--- src/rtl/tlbw_pkg.sv ---
`timescale 1ns / 1ps
// ---------------------------------------------------------------------------
// tlbw_pkg
// Shared types and constants of the two-level write-back TLB.
// ---------------------------------------------------------------------------
package tlbw_pkg;

   localparam int L1_ENTRIES  = 16;
   localparam int L2_ENTRIES  = 64;
   localparam int OFFSET_BITS = 12;
   localparam int VADDR_BITS  = 32;
   localparam int VPN_BITS    = VADDR_BITS - OFFSET_BITS;
   localparam int PPN_BITS    = 20;
   localparam int STAMP_BITS  = 40;
   localparam int L1_IDX_BITS = $clog2(L1_ENTRIES);
   localparam int L2_IDX_BITS = $clog2(L2_ENTRIES);

   // request function codes
   localparam logic [1:0] FUNC_TRANSLATE = 2'd0;
   localparam logic [1:0] FUNC_INVAL     = 2'd1;
   localparam logic [1:0] FUNC_FILL      = 2'd2;

   // level_hit codes
   localparam logic [1:0] LVL_NONE = 2'd0;
   localparam logic [1:0] LVL_L1   = 2'd1;
   localparam logic [1:0] LVL_L2   = 2'd2;

   typedef enum logic [1:0] {
      OP_TRANSLATE,
      OP_INVAL,
      OP_FILL
   } op_type;

   typedef enum logic [2:0] {
      KIND_XLATE = 3'd0,
      KIND_WALK  = 3'd1,
      KIND_WB    = 3'd2,
      KIND_INVAL = 3'd3,
      KIND_STRAY = 3'd4
   } kind_type;

   typedef struct packed {
      op_type                  op;
      logic [VADDR_BITS-1:0]   vaddr;
      logic                    wr;
      logic [VPN_BITS-1:0]     page;
      logic [PPN_BITS-1:0]     ppn;
   } item_type;

   typedef struct packed {
      logic     valid;
      item_type item;
   } qstat_type;

   typedef struct packed {
      logic                  dirty;
      logic [STAMP_BITS-1:0] stamp;
      logic [VPN_BITS-1:0]   vpn;
      logic [PPN_BITS-1:0]   ppn;
   } entry_type;

   typedef struct packed {
      kind_type              kind;
      logic [VADDR_BITS-1:0] paddr;
      logic [VPN_BITS-1:0]   walk_vpn;
      logic [1:0]            level_hit;
      logic [1:0]            inval_mask;
      logic                  last;
   } rsp_type;

   typedef enum logic [3:0] {
      ST_IDLE,
      ST_SCAN,
      ST_TR_L1,
      ST_TR_L2,
      ST_INS,
      ST_SPILL,
      ST_L1W,
      ST_INV_L1,
      ST_INV_L2,
      ST_FL_L2,
      ST_WB,
      ST_FL_L1,
      ST_EMIT
   } state_type;

endpackage

--- src/rtl/tlbw_front.sv ---
`timescale 1ns / 1ps
// ---------------------------------------------------------------------------
// tlbw_front
// Accepts requests, decodes the function and queues them for the back end.
// ---------------------------------------------------------------------------
module tlbw_front import tlbw_pkg::*; (
   input  logic                  clock,
   input  logic                  reset,
   input  logic                  req_valid,
   output logic                  req_ready,
   input  logic [1:0]            req_func,
   input  logic [VADDR_BITS-1:0] req_vaddr,
   input  logic                  req_is_write,
   input  logic [VPN_BITS-1:0]   req_page_number,
   input  logic [PPN_BITS-1:0]   req_fill_ppn,
   output qstat_type             q_stat,
   input  logic                  q_pop
);

   item_type   q_mem_ff [2];
   logic       wp_ff, wp_in, rp_ff, rp_in;
   logic [1:0] cnt_ff, cnt_in;
   logic       push;
   item_type   dec;

   // decode the function; the unused code is taken and dropped
   always_comb begin
      dec.vaddr = req_vaddr;
      dec.wr    = req_is_write;
      dec.page  = req_page_number;
      dec.ppn   = req_fill_ppn;
      push      = req_valid && req_ready;
      case (req_func)
         FUNC_TRANSLATE: dec.op = OP_TRANSLATE;
         FUNC_INVAL:     dec.op = OP_INVAL;
         FUNC_FILL:      dec.op = OP_FILL;
         default: begin
            dec.op = OP_TRANSLATE;
            push   = 1'b0;
         end
      endcase
   end

   assign req_ready   = (cnt_ff != 2'd2);
   assign q_stat.valid = (cnt_ff != 2'd0);
   assign q_stat.item  = q_mem_ff[rp_ff];

   // advance queue pointers
   always_comb begin
      wp_in  = wp_ff ^ push;
      rp_in  = rp_ff ^ q_pop;
      cnt_in = cnt_ff + {1'b0, push} - {1'b0, q_pop};
   end

   always_ff @(posedge clock) begin
      if (reset) begin
         wp_ff  <= 1'b0;
         rp_ff  <= 1'b0;
         cnt_ff <= 2'd0;
      end else begin
         wp_ff  <= wp_in;
         rp_ff  <= rp_in;
         cnt_ff <= cnt_in;
      end
   end

   always_ff @(posedge clock) begin
      if (push) begin
         q_mem_ff[wp_ff] <= dec;
      end
   end

endmodule

--- config.mk ---
export PLATFORM = sky130hd
export DESIGN_NAME = tlbw_front
export DESIGN_NICKNAME = d
export VERILOG_FILES = /design/src/rtl/tlbw_pkg.sv /design/src/rtl/tlbw_front.sv
export SDC_FILE = /design/constraint.sdc
export NUM_CORES = 1
export LEC_CHECK = 0
export BUFFER_PORTS_ARGS = -buffer_cell sky130_fd_sc_hd__buf_2
export CAP_MARGIN = 20
export CORE_ASPECT_RATIO = 0.7
export CORE_MARGIN = 8
export CORE_UTILIZATION = 34
export CTS_CLUSTER_SIZE = 16
export DETAILED_ROUTE_END_ITERATION = 12
export MAX_ROUTING_LAYER = met4
export SYNTH_ARGS = -nofsm -noshare
export SYNTH_HDL_FRONTEND = slang
export SYNTH_SLANG_ARGS = --single-unit
--- constraint.sdc ---
create_clock -name clock -period 5.31 [get_ports clock]
set_input_delay 0.7965 -clock clock [delete_from_list [all_inputs] [get_ports clock]]
set_output_delay 0.7965 -clock clock [all_outputs]
set_load 0.01 [all_outputs]
Word-level counts from Yosys, hierarchy flattened
Memories as Yosys holds them, arrays and structs flattened. A register that Yosys moved wholly into a read port is not among the register bits.
Cells that the tools add are included.
Widths: inputs -> output; s select.
{ "totals": {"regBits": 4, "ramBits": 150, "in_bits": 79, "output_inout_bits": 77, "word_cells": 20, "n_memories": 1} }
{ "mem_list": {"columns": ["memory", "words", "word_bits", "rd", "rd_ports_with_merged_regs", "write_ports", "line", "rtl"], "rows": [
  ["q_mem_ff", 2, 75, 1, 1, 1, "tlbw_front.sv:20", "item_type q_mem_ff [2];"]
]} }
{ "op_classes": {"add_sub_neg": 2, "eq_ne": 3, "muxes": 5, "bitwise_logic": 2, "reduce_logical": 4} }
{ "ops": {"columns": ["op", "n"], "rows": [
  ["$mux 1", 4],
  ["$pmux 2 s2", 1],
  ["$reduce_or 3->1", 1],
  ["$add 2x1->2", 1],
  ["$eq 2x1->1 const B", 1],
  ["$eq 2x2->1 const B", 1],
  ["$logic_not 2->1", 1],
  ["$ne 2x2->1 const B", 1],
  ["$reduce_bool 2->1", 1],
  ["$sub 2x1->2", 1],
  ["$xor 1x1->1", 2],
  ["$logic_and 1x1->1", 1]
]} }

Longest topological paths before layout
Gate-level depths: netlist of the first run.
{ "logic_depth": {"ltp_word": 5, "depth_mapped": 7, "depth_no_buf": 7} }

Worst setup path before layout of the first run
Ideal clock, no wire load.
{ "synth_path": {"path_type": "input -> register", "startpoint": "input req_func[1]", "endpoint": "memory q_mem_ff[0][0] in the netlist's numbering, enable pin", "setup_time_ns": 0.442, "t_arrival_ns": 2.873, "t_required_ns": 4.868, "slack_ns": 1.995, "cell_stages": 3, "n_path_buf": 0, "path_cell_list": "nand2_1 -> and3_1 -> ha_1"} }
{ "synth_between": {"elab_chain_len": 5, "word_cells_on_any_way": 7, "classes_between": "eq/ne (2); mux (3); reduce/logical (2)"} }
{ "synth_lines": {"columns": ["item", "line", "rtl"], "rows": [
  ["start: declaration", "tlbw_front.sv:11", "input logic [1:0] req_func,"],
  ["$eq 2x2->1 (tied with other cells)", "tlbw_front.sv:33", "case (req_func)"],
  ["$reduce_or 3->1 (no source line) *", null, null],
  ["$mux 1 *", "tlbw_front.sv:33", null],
  ["$mux 1 *", "tlbw_front.sv:68", "if (push) begin"],
  ["$mux 1 (not written as such) *", "tlbw_front.sv:69", "q_mem_ff[wp_ff] <= dec;"],
  ["end: declaration", "tlbw_front.sv:20", null]
]} }
Every way passes the cells marked *; elsewhere a longest branch is shown, timed or not.

==> results.cfg, run 1 <==
[placed_design]
dpl_worst_slack_ps = 2460
port_buffers = 155
place_hpwl_microns = 7630
gp_congestion = 0.731

[drt]
dr.pass1.iters = 4
route.detailed.drc = 0
routed_via_density = 4.34
drt-total-wl_microns = 11600
drtIter0Drc = 108
wl_per_cell_microns = 17.2
ant_nets = 0
vias = 2912

[floorplanning]
row_count = 40
io_pins = 156
dieArea_sq_um = 21500
start_util_pct = 34.2
die_w_microns = 172
core-area_sq_um = 16900
die_h_microns = 125

[synthesis]
synth_seq_cells = 154
avgSynthCellArea_sq_um = 22.4
synth_nets = 339
syn-cell-area_sq_um = 5790
netlist_instances = 258
ys_seq_area_share_pct = 79.2
yosysWarnings = 0
synth.distinct_cells = 18

[timing]
timing.fmax_mhz = 307
finalSetupViolCount = 0
fin_crit_sh_pct = 61.3
hold_viol = 0
slew_violations = 0
fin_ws_ps = 2050
rsz0062_at_grt = false
tightest_slew_ps = 1000
finalSetupTns_ps = 0
layout_min_cycle_time_ps = 3260
hold_slack_ps = 569
fin_skew_ps = 9.38
relSlewSlack_pct = 33.1

[cts]
hold_buffers = 0
cts_setup_buffers = 0
cts_buffer_depth = 2
cts_sinks = 154
clockRootBuffer = clkbuf_16
htree_levels = 4
cts_tree = yes
cts_resized = 0
path_clk_slew_ps = 60
clk-insertion-delay-late_ps = 420
cts_buffers = 17

[cells_and_area]
drive_above_1_share_pct = 61.0
final_cell_mix = buf_2 (155), edfxtp_1 (150), mux2_4 (40)
fin_nets = 508
layout_commonest_cell = buf_2
syn2layout_area_growth_pct = 27.8

[power_and_ir_drop]
leakage_nw = 2.81
p_per_area_nw_per_um2 = 412
peakVddDrop_mv = 0.191
power_w = 0.00305

[worst_setup_path]
end_kind = primary output
arrival_ps = 2460
worstSetupPathType = reg -> out
crit_path_start_kind = flip-flop
required_ps = 4510
cp_max_fo = 55

[grt]
grt_antenna_before_repair = 2
grt_pass1_vias = 3271
grt_pass1_wl_microns = 17500
grt_max_degree = 76
track_usage_pct = 11.2
grt_overflow_total = 0

[outcome]
outcome = completed

[min_path]
hold_class = in -> reg

[run]
cap_violations = 0
==> cell type report <==
type,count,area [sq um]
multi-input cells,94,1140
fillers,1524,9520
well taps,231,289
repair buffers,158,831
diodes,2,5.00
clock inverters,12,101
clock buffers,18,429
flip-flops and latches,154,4590
inverters,2,7.51
==> cells in the mapped netlist <==
cell type  number  area, sq um
edfxtp_1      150         4500
a31oi_1         1         6.26
ha_1            2         25.0
inv_1           2         7.51
nor2_1          3         11.3
dfxtp_1         4         80.1
buf_4           1         7.51
xnor2_1         3         26.3
nand2_1         1         3.75
and3_1          1         6.26
buf_2           3         15.0
and2_1          1         6.26
nand2b_1        1         6.26
mux2_2         36          405
nor2b_1         4         25.0
buf_6           4         45.0
or2_2           1         6.26
mux2_4         40          601
==> final timing paths <==
kind	from	end	slack [ps]	cells past startpoint
max	rp_ff	q_stat[73]	2050	3
min	req_fill_ppn[11]	q_mem_ff[0][11]	570	1
max reg2reg	cnt_ff[0]	q_mem_ff[0][50]	3360	4
min reg2reg	wp_ff	wp_ff	590	3
==> per-layer routing <==
metal,GRT usage [%],share of wire (%)
met5,-,0
met4,4.85,1.5
met3,4.81,9.8
met2,16.0,43
met1,13.5,46
==> where the power goes <==
part / internal [W] / switching (W) / total [W]
combinational: 0.000215 / 0.000213 / 0.000428
sequential: 0.00148 / 0.0000501 / 0.00153
clock: 0.000636 / 0.000457 / 0.00109
==> kinds of logic after synthesis <==
family	count (synthesis)	synth area share (%)
AOI/OAI and AO/OA	1	0.108
xor gates and xnor gates	3	0.454
muxes	76	17.4
and+or+nand+nor	12	1.12
DFF	154	79.2
adders and majority gates	2	0.432
buffers and inverters	10	1.30
==> stage by stage <==
| step | instances | utilization (%) | area [sq um] |
|---|---|---|---|
| 6_report | 671 | 43.7 | 7390 |
| 5_1_grt | 671 | 43.7 | 7390 |
| 4_1_cts | 667 | 43.4 | 7340 |
| 3_5_place_dp | 637 | 40.3 | 6810 |
| 3_3_place_gp | 637 | 40.3 | 6810 |
| 2_1_floorplan | 258 | - | 5790 |
==> registers in the layout (all words and copies together) (netlist names) <==
| name | flops |
|---|---|
| cnt_ff | 2 |
| wp_ff | 1 |
| q_mem_ff | 150 |
| rp_ff | 1 |
==> critical path: stages, from the launching register on <==
cell	delay, ps
dfxtp_4	980
buf_4	450
mux2_2	380
buf_2	140
Note: power is estimated with default switching activity, not from simulation.
==> run 2, diff against run 1 <==
clock period = 2.9 ns   (was 5.31 ns; I/O delays follow)
==> run 2 against run 1 <==
- utilization increased by 0.12 points
- wire length decreased by 0.61%
- hold slack got worse by 360 ps
- first-iteration DRC count increased by 79%
- via count decreased by 1.2%
- flip-flop and latch count unchanged
- die area unchanged
==> results.cfg, run 2 (synthesis gave the netlist of run 1 again) <==
[worst_setup_path]
cp_max_fo = 30
required_ps = 2470
max_stage_delay_ps = 420
reg2reg_from = cnt_ff[0]
end_kind = primary output
crit_path_start_kind = flip-flop
crit_chain = buf_4, mux2_2, buf_2
cp.depth = 3
arrival_ps = 1750
slowest_stage = buf_4
worst-r2r-setup-slack_ps = 1040
critPathLaunch = rp_ff
path_buf_inv = 2
rr_worst_depth = 4
critPathTopFamily = buffers and inverters
worstSetupPathType = reg -> out

[grt]
grt_antenna_before_repair = 2
grt_pass1_vias = 3283
grt_overflow_total = 0
track_usage_pct = 11.1
grt_max_degree = 48
grt_pass1_wl_microns = 17500

[timing]
fin_skew_ps = 5.82
fin_crit_sh_pct = 75.3
rsz0062_at_grt = false
timing.fmax_mhz = 458
hold_slack_ps = 210
layout_min_cycle_time_ps = 2180
finalSetupViolCount = 0
tightest_slew_ps = 511
hold_viol = 0
finalSetupTns_ps = 0
relSlewSlack_pct = 66.0
slew_violations = 0

[cts]
cts_buffers = 17
clk-insertion-delay-late_ps = 410
cts_resized = 0
cts_setup_buffers = 0
clockRootBuffer = clkbuf_16
cts_buffer_depth = 2
htree_levels = 4
hold_buffers = 0
cts_sinks = 154
cts_tree = yes
path_clk_slew_ps = 60

[placed_design]
placed_cell_area_sq_um = 6890
gp_congestion = 0.754
port_buffers = 155
placedCellCount = 643
place_hpwl_microns = 7940

[floorplanning]
row_count = 40
start_util_pct = 34.2
die_h_microns = 125
io_pins = 156
die_w_microns = 172
dieArea_sq_um = 21500
core-area_sq_um = 16900

[cells_and_area]
largest_reg_flops = 150
fill_cells = 1547
final_cells = 675
fin_area_sq_um = 7410
fin_nets = 512
drive_above_1_share_pct = 60.0
reg_top3 = q_mem_ff: 150 flops, cnt_ff: 2 flops
syn2layout_area_growth_pct = 28.1
largest_register = q_mem_ff
layout_commonest_cell = buf_2
final_cell_mix = buf_2 (155), edfxtp_1 (150), mux2_4 (40)

[outcome]
outcome = completed

[min_path]
worstHoldPathCells = 1
hold_start = req_fill_ppn[5]
hold_class = in -> reg

[power_and_ir_drop]
p_per_area_nw_per_um2 = 748
power_w = 0.00555
leakage_nw = 2.82
peakVddDrop_mv = 0.421

[drt]
wl_per_cell_microns = 17.0
drtIter0Drc = 193
ant_nets = 0
routed_via_density = 4.26
vias = 2877
dr.pass1.iters = 4
drt-total-wl_microns = 11500
route.detailed.drc = 0

[run]
cap_violations = 0
[run 2: routing by layer]
metal  GRT usage, %  wire length [microns]  vias to the layer above
met5              -                      0                        -
met4           3.64                     79                        0
met3           5.09                   1000                        8
met2           16.1                   5200                      106
met1           13.6                   5210                     1400
li1               -                      -                     1363
[run 2: final cells by class]
type / count / area, sq um / area share (%)
Multi-Input combinational cell: 94 / 1140 / 15.4
Antenna cell: 2 / 5.00 / 0.0675
Clock buffer: 20 / 437 / 5.89
Timing Repair Buffer: 162 / 866 / 11.7
Sequential cell: 154 / 4590 / 61.9
Inverter: 2 / 7.51 / 0.101
Tap cell: 231 / 289 / 3.90
Clock inverter: 10 / 78.8 / 1.06
[run 2: power by group]
part           switching [W]  internal [W]
Clock               0.000805       0.00116
Combinational       0.000435      0.000399
Sequential         0.0000503       0.00270
Total                0.00129       0.00426
[run 2: worst paths after layout]
check                                        to
worst min register to register            wp_ff
worst max register to register  q_mem_ff[1][65]
worst min-delay path             q_mem_ff[0][5]
worst max-delay path                 q_stat[19]
[run 2: through the flow]
step | util (%) | setup WS, ps
after floorplan | - | 717
after global placement | 40.8 | 908
after detailed placement | 40.8 | 857
after CTS | 43.8 | 649
after global routing | 43.8 | 620
final | 43.8 | 717
